[config.mk]
export PLATFORM = sky130hd
export DESIGN_NAME = pending_request_timeout_table
export DESIGN_NICKNAME = d
export VERILOG_FILES = /design/src/hdl/prtt_pkg.sv /design/src/hdl/prtt_out.sv /design/src/hdl/prtt_ctrl.sv /design/src/hdl/pending_request_timeout_table.sv
export VERILOG_INCLUDE_DIRS = /design/src /design/src/hdl
export SDC_FILE = /design/constraint.sdc
export NUM_CORES = 2
export LEC_CHECK = 0
export ABC_AREA = 1
export BUFFER_PORTS_ARGS = -buffer_cell sky130_fd_sc_hd__buf_2
export CORE_MARGIN = 2
export CORE_UTILIZATION = 56
export CTS_BUF_LIST = sky130_fd_sc_hd__clkbuf_2 sky130_fd_sc_hd__clkbuf_4 sky130_fd_sc_hd__clkbuf_8
export DETAILED_ROUTE_END_ITERATION = 12
export GPL_TIMING_DRIVEN = 1
export PLACE_DENSITY = 0.73
export SLEW_MARGIN = 0
export SYNTH_ARGS = -nofsm -noshare
export SYNTH_HDL_FRONTEND = slang
export SYNTH_HIERARCHICAL = 1
export SYNTH_SLANG_ARGS = --single-unit
[constraint.sdc]
create_clock -name clk -period 7.3 [get_ports clk]
set_input_delay 1.095 -clock clk [delete_from_list [all_inputs] [get_ports clk]]
set_output_delay 1.095 -clock clk [all_outputs]
set_load 0.01 [all_outputs]
[src/hdl/pending_request_timeout_table_defines.svh]
// assertion macros for the pending request timeout table
// expects clk and arst_n in the scope of each use
`ifndef PENDING_REQUEST_TIMEOUT_TABLE_DEFINES_SVH
`define PENDING_REQUEST_TIMEOUT_TABLE_DEFINES_SVH

// same-cycle implication
`define PRTT_ASSERT_IMP(lbl, ante, cons, msg) \
	lbl: assert property (@(posedge clk) disable iff (!arst_n) (ante) |-> (cons)) \
		else $error(msg);

// next-cycle implication
`define PRTT_ASSERT_NXT(lbl, ante, cons, msg) \
	lbl: assert property (@(posedge clk) disable iff (!arst_n) (ante) |=> (cons)) \
		else $error(msg);

`endif

[src/hdl/prtt_pkg.sv]
// shared types and codes for the pending request timeout table
// no dependencies
package prtt_pkg;

	localparam int unsigned TOKEN_W  = 64;
	localparam int unsigned LIFE_W   = 16;
	localparam int unsigned PERIOD_W = 12;
	localparam int unsigned OP_W     = 2;
	localparam int unsigned STATUS_W = 2;

	localparam logic [OP_W-1:0] OP_TRACK    = 2'd0;
	localparam logic [OP_W-1:0] OP_RESPONSE = 2'd1;
	localparam logic [OP_W-1:0] OP_TICK     = 2'd2;
	localparam logic [OP_W-1:0] OP_SHUTDOWN = 2'd3;

	localparam logic [STATUS_W-1:0] ST_COMPLETED  = 2'd0;
	localparam logic [STATUS_W-1:0] ST_EXPIRED    = 2'd1;
	localparam logic [STATUS_W-1:0] ST_CANCELLED  = 2'd2;
	localparam logic [STATUS_W-1:0] ST_TABLE_FULL = 2'd3;

	localparam logic [PERIOD_W-1:0] TICK_PERIOD_RST = 12'd1;

	typedef struct packed {
		logic [TOKEN_W-1:0]  token;
		logic [STATUS_W-1:0] status;
	} res_t;

	// sequencer to output stage
	typedef struct packed {
		logic emit;
		logic flush;
		res_t res;
	} emit_req_t;

	// output stage to sequencer
	typedef struct packed {
		logic pend_v;
		logic out_free;
	} out_sts_t;

endpackage

[src/hdl/prtt_out.sv]
// output stage: one held-back result plus the output register
// depends on prtt_pkg
module prtt_out import prtt_pkg::*; (
	input  logic      clk,
	input  logic      arst_n,
	input  emit_req_t emit_req,
	input  logic      out_stall,
	output logic      out_valid,
	output res_t      out_res,
	output logic      out_last,
	output out_sts_t  out_sts
);

	logic pend_v_q;
	res_t pend_q;
	logic out_valid_q;
	res_t out_q;
	logic last_q;
	logic out_free;
	logic load_mid;
	logic load_last;

	assign out_free  = !out_valid_q || !out_stall;
	// a newer result pushes the held one out as not-last
	assign load_mid  = emit_req.emit && pend_v_q;
	// end of item: held result goes out as last
	assign load_last = emit_req.flush && !emit_req.emit && pend_v_q && out_free;

	always_ff @(posedge clk or negedge arst_n) begin
		if (!arst_n) begin
			pend_v_q    <= 1'b0;
			out_valid_q <= 1'b0;
		end else begin
			if (emit_req.emit) begin
				pend_v_q <= 1'b1;
			end else if (load_last) begin
				pend_v_q <= 1'b0;
			end
			if (load_mid || load_last) begin
				out_valid_q <= 1'b1;
			end else if (!out_stall) begin
				out_valid_q <= 1'b0;
			end
		end
	end

	always_ff @(posedge clk) begin
		if (emit_req.emit) begin
			pend_q <= emit_req.res;
		end
		if (load_mid) begin
			out_q  <= pend_q;
			last_q <= 1'b0;
		end else if (load_last) begin
			out_q  <= pend_q;
			last_q <= 1'b1;
		end
	end

	assign out_valid        = out_valid_q;
	assign out_res          = out_q;
	assign out_last         = last_q;
	assign out_sts.pend_v   = pend_v_q;
	assign out_sts.out_free = out_free;

endmodule

[src/hdl/prtt_ctrl.sv]
// slot sequencer with token and ttl memories and valid flops
// depends on prtt_pkg and pending_request_timeout_table_defines.svh
`include "pending_request_timeout_table_defines.svh"
module prtt_ctrl import prtt_pkg::*; #(
	parameter int unsigned TABLE_DEPTH = 16,
	parameter int unsigned TOKEN_BITS  = 64,
	parameter int unsigned IDX_W       = 4
) (
	input  logic                clk,
	input  logic                arst_n,
	input  logic                in_valid,
	output logic                in_stall,
	input  logic [OP_W-1:0]     operation,
	input  logic [TOKEN_W-1:0]  token,
	input  logic [LIFE_W-1:0]   lifetime,
	input  logic                cfg_valid,
	output logic                cfg_ready,
	input  logic [PERIOD_W-1:0] tick_period,
	output emit_req_t           emit_req,
	input  out_sts_t            out_sts
);

	localparam logic [1:0] ST_IDLE  = 2'd0;
	localparam logic [1:0] ST_SCAN  = 2'd1;
	localparam logic [1:0] ST_FIN   = 2'd2;
	localparam logic [1:0] ST_FLUSH = 2'd3;

	localparam logic [IDX_W-1:0] LAST_IDX = IDX_W'(TABLE_DEPTH - 1);

	logic [TOKEN_BITS-1:0] tok_mem [TABLE_DEPTH];
	logic [LIFE_W-1:0]     ttl_mem [TABLE_DEPTH];

	logic [1:0]             state_q;
	logic [TABLE_DEPTH-1:0] valid_q;
	logic [IDX_W-1:0]       idx_q;
	logic [OP_W-1:0]        op_q;
	logic                   found_q;
	logic                   free_found_q;
	logic [IDX_W-1:0]       free_idx_q;
	logic [TOKEN_BITS-1:0]  tok_q;
	logic [LIFE_W-1:0]      life_q;
	logic [PERIOD_W-1:0]    tick_period_q;

	logic [TOKEN_BITS-1:0] rd_token_s1;
	logic [LIFE_W-1:0]     rd_ttl_s1;

	logic                  in_acc;
	logic [IDX_W-1:0]      rd_addr;
	logic                  adv;
	logic                  emit_want;
	logic                  emit_fire;
	res_t                  emit_res;
	logic                  clr_v;
	logic                  tok_we;
	logic                  ttl_we;
	logic [IDX_W-1:0]      wr_addr;
	logic [LIFE_W-1:0]     wr_ttl;
	logic                  slot_v;
	logic                  hit;
	logic [LIFE_W-1:0]     period_ext;
	logic [LIFE_W-1:0]     ttl_new;

	assign in_acc    = in_valid && (state_q == ST_IDLE);
	assign in_stall  = (state_q != ST_IDLE);
	assign cfg_ready = 1'b1;

	assign slot_v     = valid_q[idx_q];
	assign hit        = slot_v && (rd_token_s1 == tok_q);
	assign period_ext = LIFE_W'(tick_period_q);
	assign ttl_new    = (rd_ttl_s1 > period_ext) ? (rd_ttl_s1 - period_ext) : '0;

	always_comb begin
		emit_want       = 1'b0;
		emit_res.token  = TOKEN_W'(rd_token_s1);
		emit_res.status = ST_COMPLETED;
		clr_v           = 1'b0;
		tok_we          = 1'b0;
		ttl_we          = 1'b0;
		wr_addr         = idx_q;
		wr_ttl          = ttl_new;
		case (state_q)
			ST_SCAN: begin
				case (op_q)
					OP_TRACK: begin
						emit_want = 1'b0;
					end
					OP_RESPONSE: begin
						if (hit) begin
							emit_want       = 1'b1;
							emit_res.status = ST_COMPLETED;
							clr_v           = 1'b1;
						end
					end
					OP_TICK: begin
						if (slot_v) begin
							if (ttl_new == '0) begin
								emit_want       = 1'b1;
								emit_res.status = ST_EXPIRED;
								clr_v           = 1'b1;
							end else begin
								ttl_we = 1'b1;
							end
						end
					end
					default: begin
						if (slot_v) begin
							emit_want       = 1'b1;
							emit_res.status = ST_CANCELLED;
							clr_v           = 1'b1;
						end
					end
				endcase
			end
			ST_FIN: begin
				if (op_q == OP_TRACK && !found_q) begin
					if (free_found_q) begin
						tok_we  = 1'b1;
						ttl_we  = 1'b1;
						wr_addr = free_idx_q;
						wr_ttl  = life_q;
					end else begin
						emit_want       = 1'b1;
						emit_res.token  = TOKEN_W'(tok_q);
						emit_res.status = ST_TABLE_FULL;
					end
				end
			end
			default: begin
				emit_want = 1'b0;
			end
		endcase
	end

	// hold the slot while a new result has nowhere to go
	assign adv       = !(emit_want && out_sts.pend_v && !out_sts.out_free);
	assign emit_fire = emit_want && adv;

	// read address: next slot when moving on, same slot to re-read while held
	always_comb begin
		rd_addr = idx_q;
		if (state_q == ST_IDLE) begin
			rd_addr = '0;
		end else if (state_q == ST_SCAN && adv && idx_q != LAST_IDX) begin
			rd_addr = idx_q + 1'b1;
		end
	end

	always_ff @(posedge clk) begin
		if (tok_we && adv) begin
			tok_mem[wr_addr] <= tok_q;
		end
		rd_token_s1 <= tok_mem[rd_addr];
	end

	always_ff @(posedge clk) begin
		if (ttl_we && adv) begin
			ttl_mem[wr_addr] <= wr_ttl;
		end
		rd_ttl_s1 <= ttl_mem[rd_addr];
	end

	always_ff @(posedge clk or negedge arst_n) begin
		if (!arst_n) begin
			state_q       <= ST_IDLE;
			valid_q       <= '0;
			idx_q         <= '0;
			op_q          <= OP_TRACK;
			found_q       <= 1'b0;
			free_found_q  <= 1'b0;
			tick_period_q <= TICK_PERIOD_RST;
		end else begin
			if (cfg_valid && cfg_ready) begin
				tick_period_q <= tick_period;
			end
			case (state_q)
				ST_IDLE: begin
					if (in_acc) begin
						op_q         <= operation;
						idx_q        <= '0;
						found_q      <= 1'b0;
						free_found_q <= 1'b0;
						state_q      <= ST_SCAN;
					end
				end
				ST_SCAN: begin
					if (adv) begin
						if (clr_v) begin
							valid_q[idx_q] <= 1'b0;
						end
						if (op_q == OP_TRACK && hit) begin
							found_q <= 1'b1;
						end
						if (!slot_v && !free_found_q) begin
							free_found_q <= 1'b1;
						end
						if (idx_q == LAST_IDX) begin
							state_q <= ST_FIN;
						end else begin
							idx_q <= idx_q + 1'b1;
						end
					end
				end
				ST_FIN: begin
					if (adv) begin
						if (tok_we) begin
							valid_q[free_idx_q] <= 1'b1;
						end
						state_q <= ST_FLUSH;
					end
				end
				default: begin
					if (!out_sts.pend_v) begin
						state_q <= ST_IDLE;
					end
				end
			endcase
		end
	end

	always_ff @(posedge clk) begin
		if (in_acc) begin
			tok_q  <= token[TOKEN_BITS-1:0];
			life_q <= lifetime;
		end
		if (state_q == ST_SCAN && adv && !slot_v && !free_found_q) begin
			free_idx_q <= idx_q;
		end
	end

	assign emit_req.emit  = emit_fire;
	assign emit_req.flush = (state_q == ST_FLUSH);
	assign emit_req.res   = emit_res;

	`PRTT_ASSERT_IMP(a_emit_room, emit_fire && out_sts.pend_v, out_sts.out_free,
		"result emitted while held result cannot move out")
	`PRTT_ASSERT_NXT(a_emit_held, emit_fire, out_sts.pend_v,
		"emitted result not held by output stage")
	`PRTT_ASSERT_IMP(a_idle_drained, state_q == ST_IDLE, !out_sts.pend_v,
		"idle with an undelivered result")
	`PRTT_ASSERT_IMP(a_insert_free, state_q == ST_FIN && tok_we, !valid_q[free_idx_q],
		"insert into a live slot")

endmodule

[src/hdl/pending_request_timeout_table.sv]
// pending request timeout table top level; uses prtt_pkg, prtt_ctrl, prtt_out
// all slots are scanned one per cycle unless the output stage holds the scan, then a
// finish state inserts or reports table full and a flush state drains the last word;
// a new item is taken only when idle, after the scan, finish and drain of the last one
// reset: valid flops cleared (table empty), tick_period back to 1, memories left unwritten
module pending_request_timeout_table import prtt_pkg::*; #(
	parameter int unsigned TABLE_DEPTH = 16,
	parameter int unsigned TOKEN_BITS  = 64
) (
	input  logic                clk,
	input  logic                arst_n,
	// request channel
	input  logic                in_valid,
	output logic                in_stall,
	input  logic [OP_W-1:0]     operation,
	input  logic [TOKEN_W-1:0]  token,
	input  logic [LIFE_W-1:0]   lifetime,
	// result channel
	output logic                out_valid,
	input  logic                out_stall,
	output logic [TOKEN_W-1:0]  result_token,
	output logic [STATUS_W-1:0] status,
	output logic                last,
	// tick period register write
	input  logic                cfg_valid,
	output logic                cfg_ready,
	input  logic [PERIOD_W-1:0] tick_period
);

	// slot index width, at least one bit for a single-slot table
	localparam int unsigned IDX_W = (TABLE_DEPTH > 1) ? $clog2(TABLE_DEPTH) : 1;

	emit_req_t emit_req;
	out_sts_t  out_sts;
	res_t      out_res;

	// sequencer: reads one slot per cycle unless held by the output stage, updates ttl and valid, inserts at the end
	prtt_ctrl #(
		.TABLE_DEPTH (TABLE_DEPTH),
		.TOKEN_BITS  (TOKEN_BITS),
		.IDX_W       (IDX_W)
	) u_ctrl (
		.clk         (clk),
		.arst_n      (arst_n),
		.in_valid    (in_valid),
		.in_stall    (in_stall),
		.operation   (operation),
		.token       (token),
		.lifetime    (lifetime),
		.cfg_valid   (cfg_valid),
		.cfg_ready   (cfg_ready),
		.tick_period (tick_period),
		.emit_req    (emit_req),
		.out_sts     (out_sts)
	);

	// output stage: holds the newest result back until it is known whether it is last
	prtt_out u_out (
		.clk       (clk),
		.arst_n    (arst_n),
		.emit_req  (emit_req),
		.out_stall (out_stall),
		.out_valid (out_valid),
		.out_res   (out_res),
		.out_last  (last),
		.out_sts   (out_sts)
	);

	assign result_token = out_res.token;
	assign status       = out_res.status;

endmodule
---- Word-level counts from Yosys, hierarchy flattened ----
Memories as Yosys holds them, arrays and structs flattened. A register that Yosys moved wholly into a read port is not among the register bits.
Cells that the tools add are included.
word-level totals
  register bits after elaboration ......... 257
  memory bits (writable) .................. 1280
  bits of input ports ..................... 99
  output and inout bits ................... 70
  memories ................................ 2
operators by class
  $add $sub $neg .......................... 2
  $lt $le $gt $ge ......................... 5
  equal/unequal tests ..................... 19
  multiplexer cells ....................... 71
  bitwise gates (word level) .............. 3
  reductions and logical operators ........ 45
memory list
  memory          depth  width  read ports  clocked after memory_dff  write ports  RTL line         source
  u_ctrl.tok_mem  16     64     1           1                         1            prtt_ctrl.sv:30  logic [TOKEN_BITS-1:0] tok_mem [TABLE_DEPTH];
  u_ctrl.ttl_mem  16     16     1           1                         1            prtt_ctrl.sv:31  logic [LIFE_W-1:0] ttl_mem [TABLE_DEPTH];
operators by type and width
  operator              count
  $mux W66              4
  $mux W16              8
  $eq A64 B64 Y1        1
  $mux W64              1
  $mux W4               8
  $pmux W16 S2          1
  $mux W1               30
  $logic_and A1 B1 Y1   20
  $and A16 B16 Y16      1
  $gt A16 B12 Y1        1
  $logic_not A16 Y1     1
  $not A16 Y16          1
  $or A16 B16 Y16       1
  $sub A16 B12 Y16      1
  $mux W2               7
  $ne A2 B1 Y1 const B  7
  $reduce_and A4 Y1     3
  $lt A4 B5 Y1 const B  2
  $reduce_and A5 Y1     2
  $reduce_bool A2 Y1    5
  $demux W1 S4          2
  $ge A4 B1 Y1 const B  2
  $logic_not A1 Y1      8
  $ne A4 B4 Y1 const B  2
  15 further kinds      26

---- Logic depth before layout (Yosys ltp) ----
  depth in word-level cells ............... 17
  gate-level depth with buffers ........... 30
  gate-level depth less buffers ........... 27

---- Cells and area by module ----
The synthesis kept the hierarchy.
modules (own cells, without submodules)
  module     times used  cells each  area each (µm²)
  prtt_ctrl  1           6485        67440.9
  prtt_out   1           150         4105.2

---- Worst setup path after synthesis ----
OpenSTA, ideal clock, no wires.
  kind .................................... reg2reg
  from .................................... register u_ctrl.state_q[0]
  to ...................................... memory u_ctrl.tok_mem[0][0], enable pin
  arrival ................................. 4.341 ns
  data required time ...................... 6.814 ns
  slack ................................... 2.472 ns
  stages on the path, launching flop included .. 11
  cells stage by stage .................... dfrtp_1 inv_1 ha_1 nand3_1 clkbuf_1 nand2_1 o21ai_0 inv_1 nor2_1 nand2_1 nor2_1
on the way
  word-level cells in the longest chain between the ends .. 8
ends and longest elaborated chain
  what                                          RTL line          source
  start, declared                               prtt_ctrl.sv:33   logic [1:0] state_q;
  start signal, assigned                        prtt_ctrl.sv:164  state_q <= ST_IDLE;
  start signal, assigned                        prtt_ctrl.sv:182  state_q <= ST_SCAN;
  start signal, assigned                        prtt_ctrl.sv:197  state_q <= ST_FIN;
  $eq A2 B2 Y1 or $eq A2 B1 Y1 (tied branches)  prtt_ctrl.sv:81   case (state_q)
  $pmux W1 S2                                   prtt_ctrl.sv:81
  $logic_and A1 B1 Y1 (2 in a row)              prtt_ctrl.sv:135  assign adv = !(emit_want && out_sts.pend_v && !out_sts.out_free);
  $logic_not A1 Y1                              prtt_ctrl.sv:135
  $logic_and A1 B1 Y1                           prtt_ctrl.sv:149  if (tok_we && adv) begin
  $mux W1                                       prtt_ctrl.sv:149
  $mux W1 (not written as such)                 prtt_ctrl.sv:150  tok_mem[wr_addr] <= tok_q;
  end, declared                                 prtt_ctrl.sv:30
Several ways; a longest one is shown, not always the timed one.

---- Final worst setup path ----
  from .................................... register u_ctrl.tok_q[12]
  to ...................................... register u_ctrl.rd_token_s1[7] (read register of u_ctrl.tok_mem)
on the way
  word-level cells in the longest chain between the ends .. 12
ends and longest elaborated chain
  what                              RTL line          source
  start, declared                   prtt_ctrl.sv:40   logic [TOKEN_BITS-1:0] tok_q;
  start signal, assigned            prtt_ctrl.sv:222  tok_q <= token[TOKEN_BITS-1:0];
  $eq A64 B64 Y1                    prtt_ctrl.sv:68   assign hit = slot_v && (rd_token_s1 == tok_q);
  $logic_and A1 B1 Y1               prtt_ctrl.sv:68
  $mux W1                           prtt_ctrl.sv:88   if (hit) begin
  $pmux W1 S3                       prtt_ctrl.sv:83   case (op_q)
  $pmux W1 S2                       prtt_ctrl.sv:81
  $logic_and A1 B1 Y1 (2 in a row)  prtt_ctrl.sv:135
  $logic_not A1 Y1                  prtt_ctrl.sv:135
  $logic_and A1 B1 Y1 (2 in a row)  prtt_ctrl.sv:143  end else if (state_q == ST_SCAN && adv && idx_q != LAST_IDX) begin
  $mux W4                           prtt_ctrl.sv:143
  $mux W4                           prtt_ctrl.sv:141  if (state_q == ST_IDLE) begin
  end, declared                     prtt_ctrl.sv:44   logic [TOKEN_BITS-1:0] rd_token_s1;
No other way between the ends.
A chain may end at the register's enable or synchronous reset.

==> flow_summary.ini <==
[run_status]
status = complete, no violations

[route]
via_count = 50010
via_per_inst = 5.806
drc = 0
routedWlPerCell_um = 21.68
detail_route.iter0.violations = 6427
antenna_left = 0
routed_wl_um = 186800
first_pass_iters = 6

[synthesis]
avgSynthCellArea_um2 = 10.78
synth_fp_nets = 6755
ys_async_sr_fraction_pct = 2.474
syn_area_mm2 = 0.07155
synth_warnings = 6
synth_seq_cells = 1617
ys.flop_type = edfxtp_1
syn_inst = 6635
synth_edf_count = 1496
synth_cell_types = 51
seq_area_frac_synth_pct = 66.46

[floorplanning]
placementRows = 131
start_util_pct = 56.25
fp.dieW_um = 361.4
core_area_mm2 = 0.1272
io_pins = 169
die-area_mm2 = 0.1306
die_h_um = 361.4

[cts]
clock_latency_ns = 1.03
htreeDepth = 5
cts_tree = done
numCtsBuffers = 281
cts_setup_buffers = 0
cts-resized-gates = 0
cts_num_sinks = 1617
clk_pin_slew_ns = 0.06
root_buffer = clkbuf_8
postCtsHoldBufs = 0
cts_max_path_buffers = 4

[critical_path]
crit_top_cell = nand2_1
critical_path_class = register to register
cp-end-kind = register
worstPathCellList = inv_1 > nand2_1 > nand4_1 > nor2_1 > nand2_1 > nor2_1 > nand2_1 > nor2_1 > nand2_1 > o21bai_1 > inv_2 > nand2_1 > nand2_1 > nand2_2 > nand3_4 > nand3b_1 > nand3_4 > inv_8 > buf_12 > nand3_1 > nand3_1 > nand3_1 > nand2_1
cpPeakStageDelay_ns = 0.73
cp_data_required_time_ns = 8.18
crit_fanout = 90
critPathArrivalTime_ns = 6.22
worstSetupStartpointType = register
critPathSlowestCell = inv_8

[layout]
final_cells = 8613
layout-drive-gt1-share_pct = 11.96
nFillCells = 9739
syn2layout_area_growth_pct = 10.03
layout.nets = 6875

[timing]
hold_violations = 0
setup_viol = 0
max_freq_mhz = 187.3
rsz0062_at_grt = false
drv_slew = 0
totalNegativeSetupSlack_ns = 0
fin_crit_ns = 5.339
max_slew_margin_pct = 10.83
post-route-period-util_pct = 73.14
clock_skew_ns = 0.09228
worstMarginPinSlew_ns = 1.338

[global_routing]
gr-total-overflow = 0
use_met3_pct = 6.930
grtUsageMet2_pct = 44.17
grt_max_degree = 219
grt_util_all_layers_pct = 28.18
antenna_found_initial = 4
grt_pass1_vias = 48010
met1_usage_pct = 37.90
busiest_layer = met2
grt_pass1_wl_um = 281400

[placed_design]
post-place-cells = 8134
gp_congestion = 0.8743
dp_hpwl_um = 92330
io_buffer_count = 167

[power]
p_leak_uw = 0.03302
ir_drop_mv = 0.3515
power.density_mw_per_mm2 = 393.5

[job]
cap_violations = 0

[min_path]
hp-class = primary input to async pin
==> metrics by stage <==
step	power, uW	utilization (%)	cell area (um^2)	hold WS, ns	worst slack, ns
finish	30980	61.89	78720	0.2720	1.961
global route	32510	61.89	78720	0.2186	1.654
CTS	30890	61.88	78710	0.1954	2.126
detailed placement	22910	57.69	73370	0.4045	2.151
global placement	22700	57.69	73370	0.4021	2.218
floorplan	20050	-	71550	0.4003	2.473
==> area by class of cell <==
class                      instances  area (um^2)  share of cell area [%]
tap                             1662         2079                   2.642
timing repair buffer             270         1897                   2.410
clock inverter                    77        429.2                  0.5452
clock buffer                     398         4908                   6.235
inverter                        1413         5331                   6.773
sequential                      1617        47550                   60.40
antenna                            4        10.01                 0.01272
multi-input combinational       3172        16520                   20.98
==> logic make-up (layout without fill, tap and decap cells) <==
kind of cell	Yosys count	after routing	synth area share [%]
other cells	1	5	0.005241
xor+xnor	61	61	0.7467
compound gates	111	111	0.8779
mux	56	56	0.8814
fa+ha+maj	21	21	0.3777
buf+inv	1846	2158	10.78
simple gates	2922	2922	19.87
flops	1617	1617	66.46
==> state kept, by name, summed over array words and instances (netlist names), 2 cells and up <==
name	cells
u_ctrl/tok_mem	1024
u_ctrl/ttl_mem	256
u_out/out_res	66
u_out/pend_q	66
u_ctrl/rd_token_s1	64
u_ctrl/tok_q	64
u_ctrl/life_q	16
u_ctrl/rd_ttl_s1	16
u_ctrl/valid_q	16
u_ctrl/tick_period_q	12
u_ctrl/free_idx_q	4
u_ctrl/idx_q	4
u_ctrl/op_q	2
u_ctrl/state_q	2
==> placed cells by master, fill, tap and decap left out, drive strengths merged, types with 4 or more instances in the layout <==
cell type	count
a21oi	18
buf	270
bufinv	4
clkbuf	398
clkinv	74
dfrtp	39
dfxtp	81
diode	4
edfxtp	1496
ha	20
inv	1411
mux2	56
nand2	963
nand3	1179
nand4	652
nor2	98
nor3	18
o21ai	68
o22ai	4
o31ai	7
or2	4
xnor2	51
xor2	10
==> layer usage <==
layer	vias up	share of wire [%]
met4	2	3.3
li1	22790	-
met1	23970	39
met3	418	11
met5	-	0.0070
met2	2835	47
==> cell usage after synthesis, types with 5 or more instances <==
cell type     n  share of area, %
nand2_2      10             0.087
xnor2_1      51              0.62
buf_2       223               1.6
ha_1         20              0.35
nand3_1    1173               8.2
edfxtp_1   1496                63
dfrtp_1      39               1.4
nand3_2       5             0.070
a21oi_1      17              0.12
xor2_1       10              0.12
buf_1        39              0.20
buf_4        43              0.45
mux2_2       56              0.88
inv_1      1395               7.3
nor2_1       95              0.50
clkbuf_1     83              0.44
buf_6        43              0.68
nand2_1     952               5.0
inv_2        15             0.079
o21ai_0      62              0.43
nand4_1     652               5.7
o31ai_1       7             0.073
nor3_1       17              0.12
o21ai_1       5             0.035
dfxtp_1      81               2.3
==> critical path: cells and delay by family, from the launching register on <==
kind | cells | cell delay, ns
AO/OA/AOI/OAI | 1 | 0.16
buffers and inverters | 4 | 1.32
flip-flops | 1 | 0.71
AND/OR/NAND/NOR | 18 | 2.83
==> worst paths after layout <==
check                                  from                       to  slack [ns]  cells past startpoint
hold reg to reg             u_out/pend_q[6]         u_out/out_res[6]        0.41                      0
min in group clk                  token[17]         u_ctrl/tok_q[17]        0.28                      1
setup / recovery           u_ctrl/tok_q[12]    u_ctrl/rd_token_s1[7]        1.96                     23
hold / removal                       arst_n  u_ctrl/tick_period_q[2]        0.27                      1
max in group asynchronous            arst_n        u_ctrl/state_q[0]        6.42                      1
setup reg to reg           u_ctrl/tok_q[12]    u_ctrl/rd_token_s1[7]        1.96                     23
==> where the power goes <==
| group | internal, uW | switching, uW | leakage, uW | total [uW] |
|---|---|---|---|---|
| logic | 3040 | 7680 | 0.0155 | 10700 |
| registers | 11600 | 694 | 0.0146 | 12300 |
| clock network | 4440 | 3540 | 0.00285 | 7980 |
| total | 19100 | 11900 | 0.0330 | 31000 |
Power figures use the tool's default switching activity.
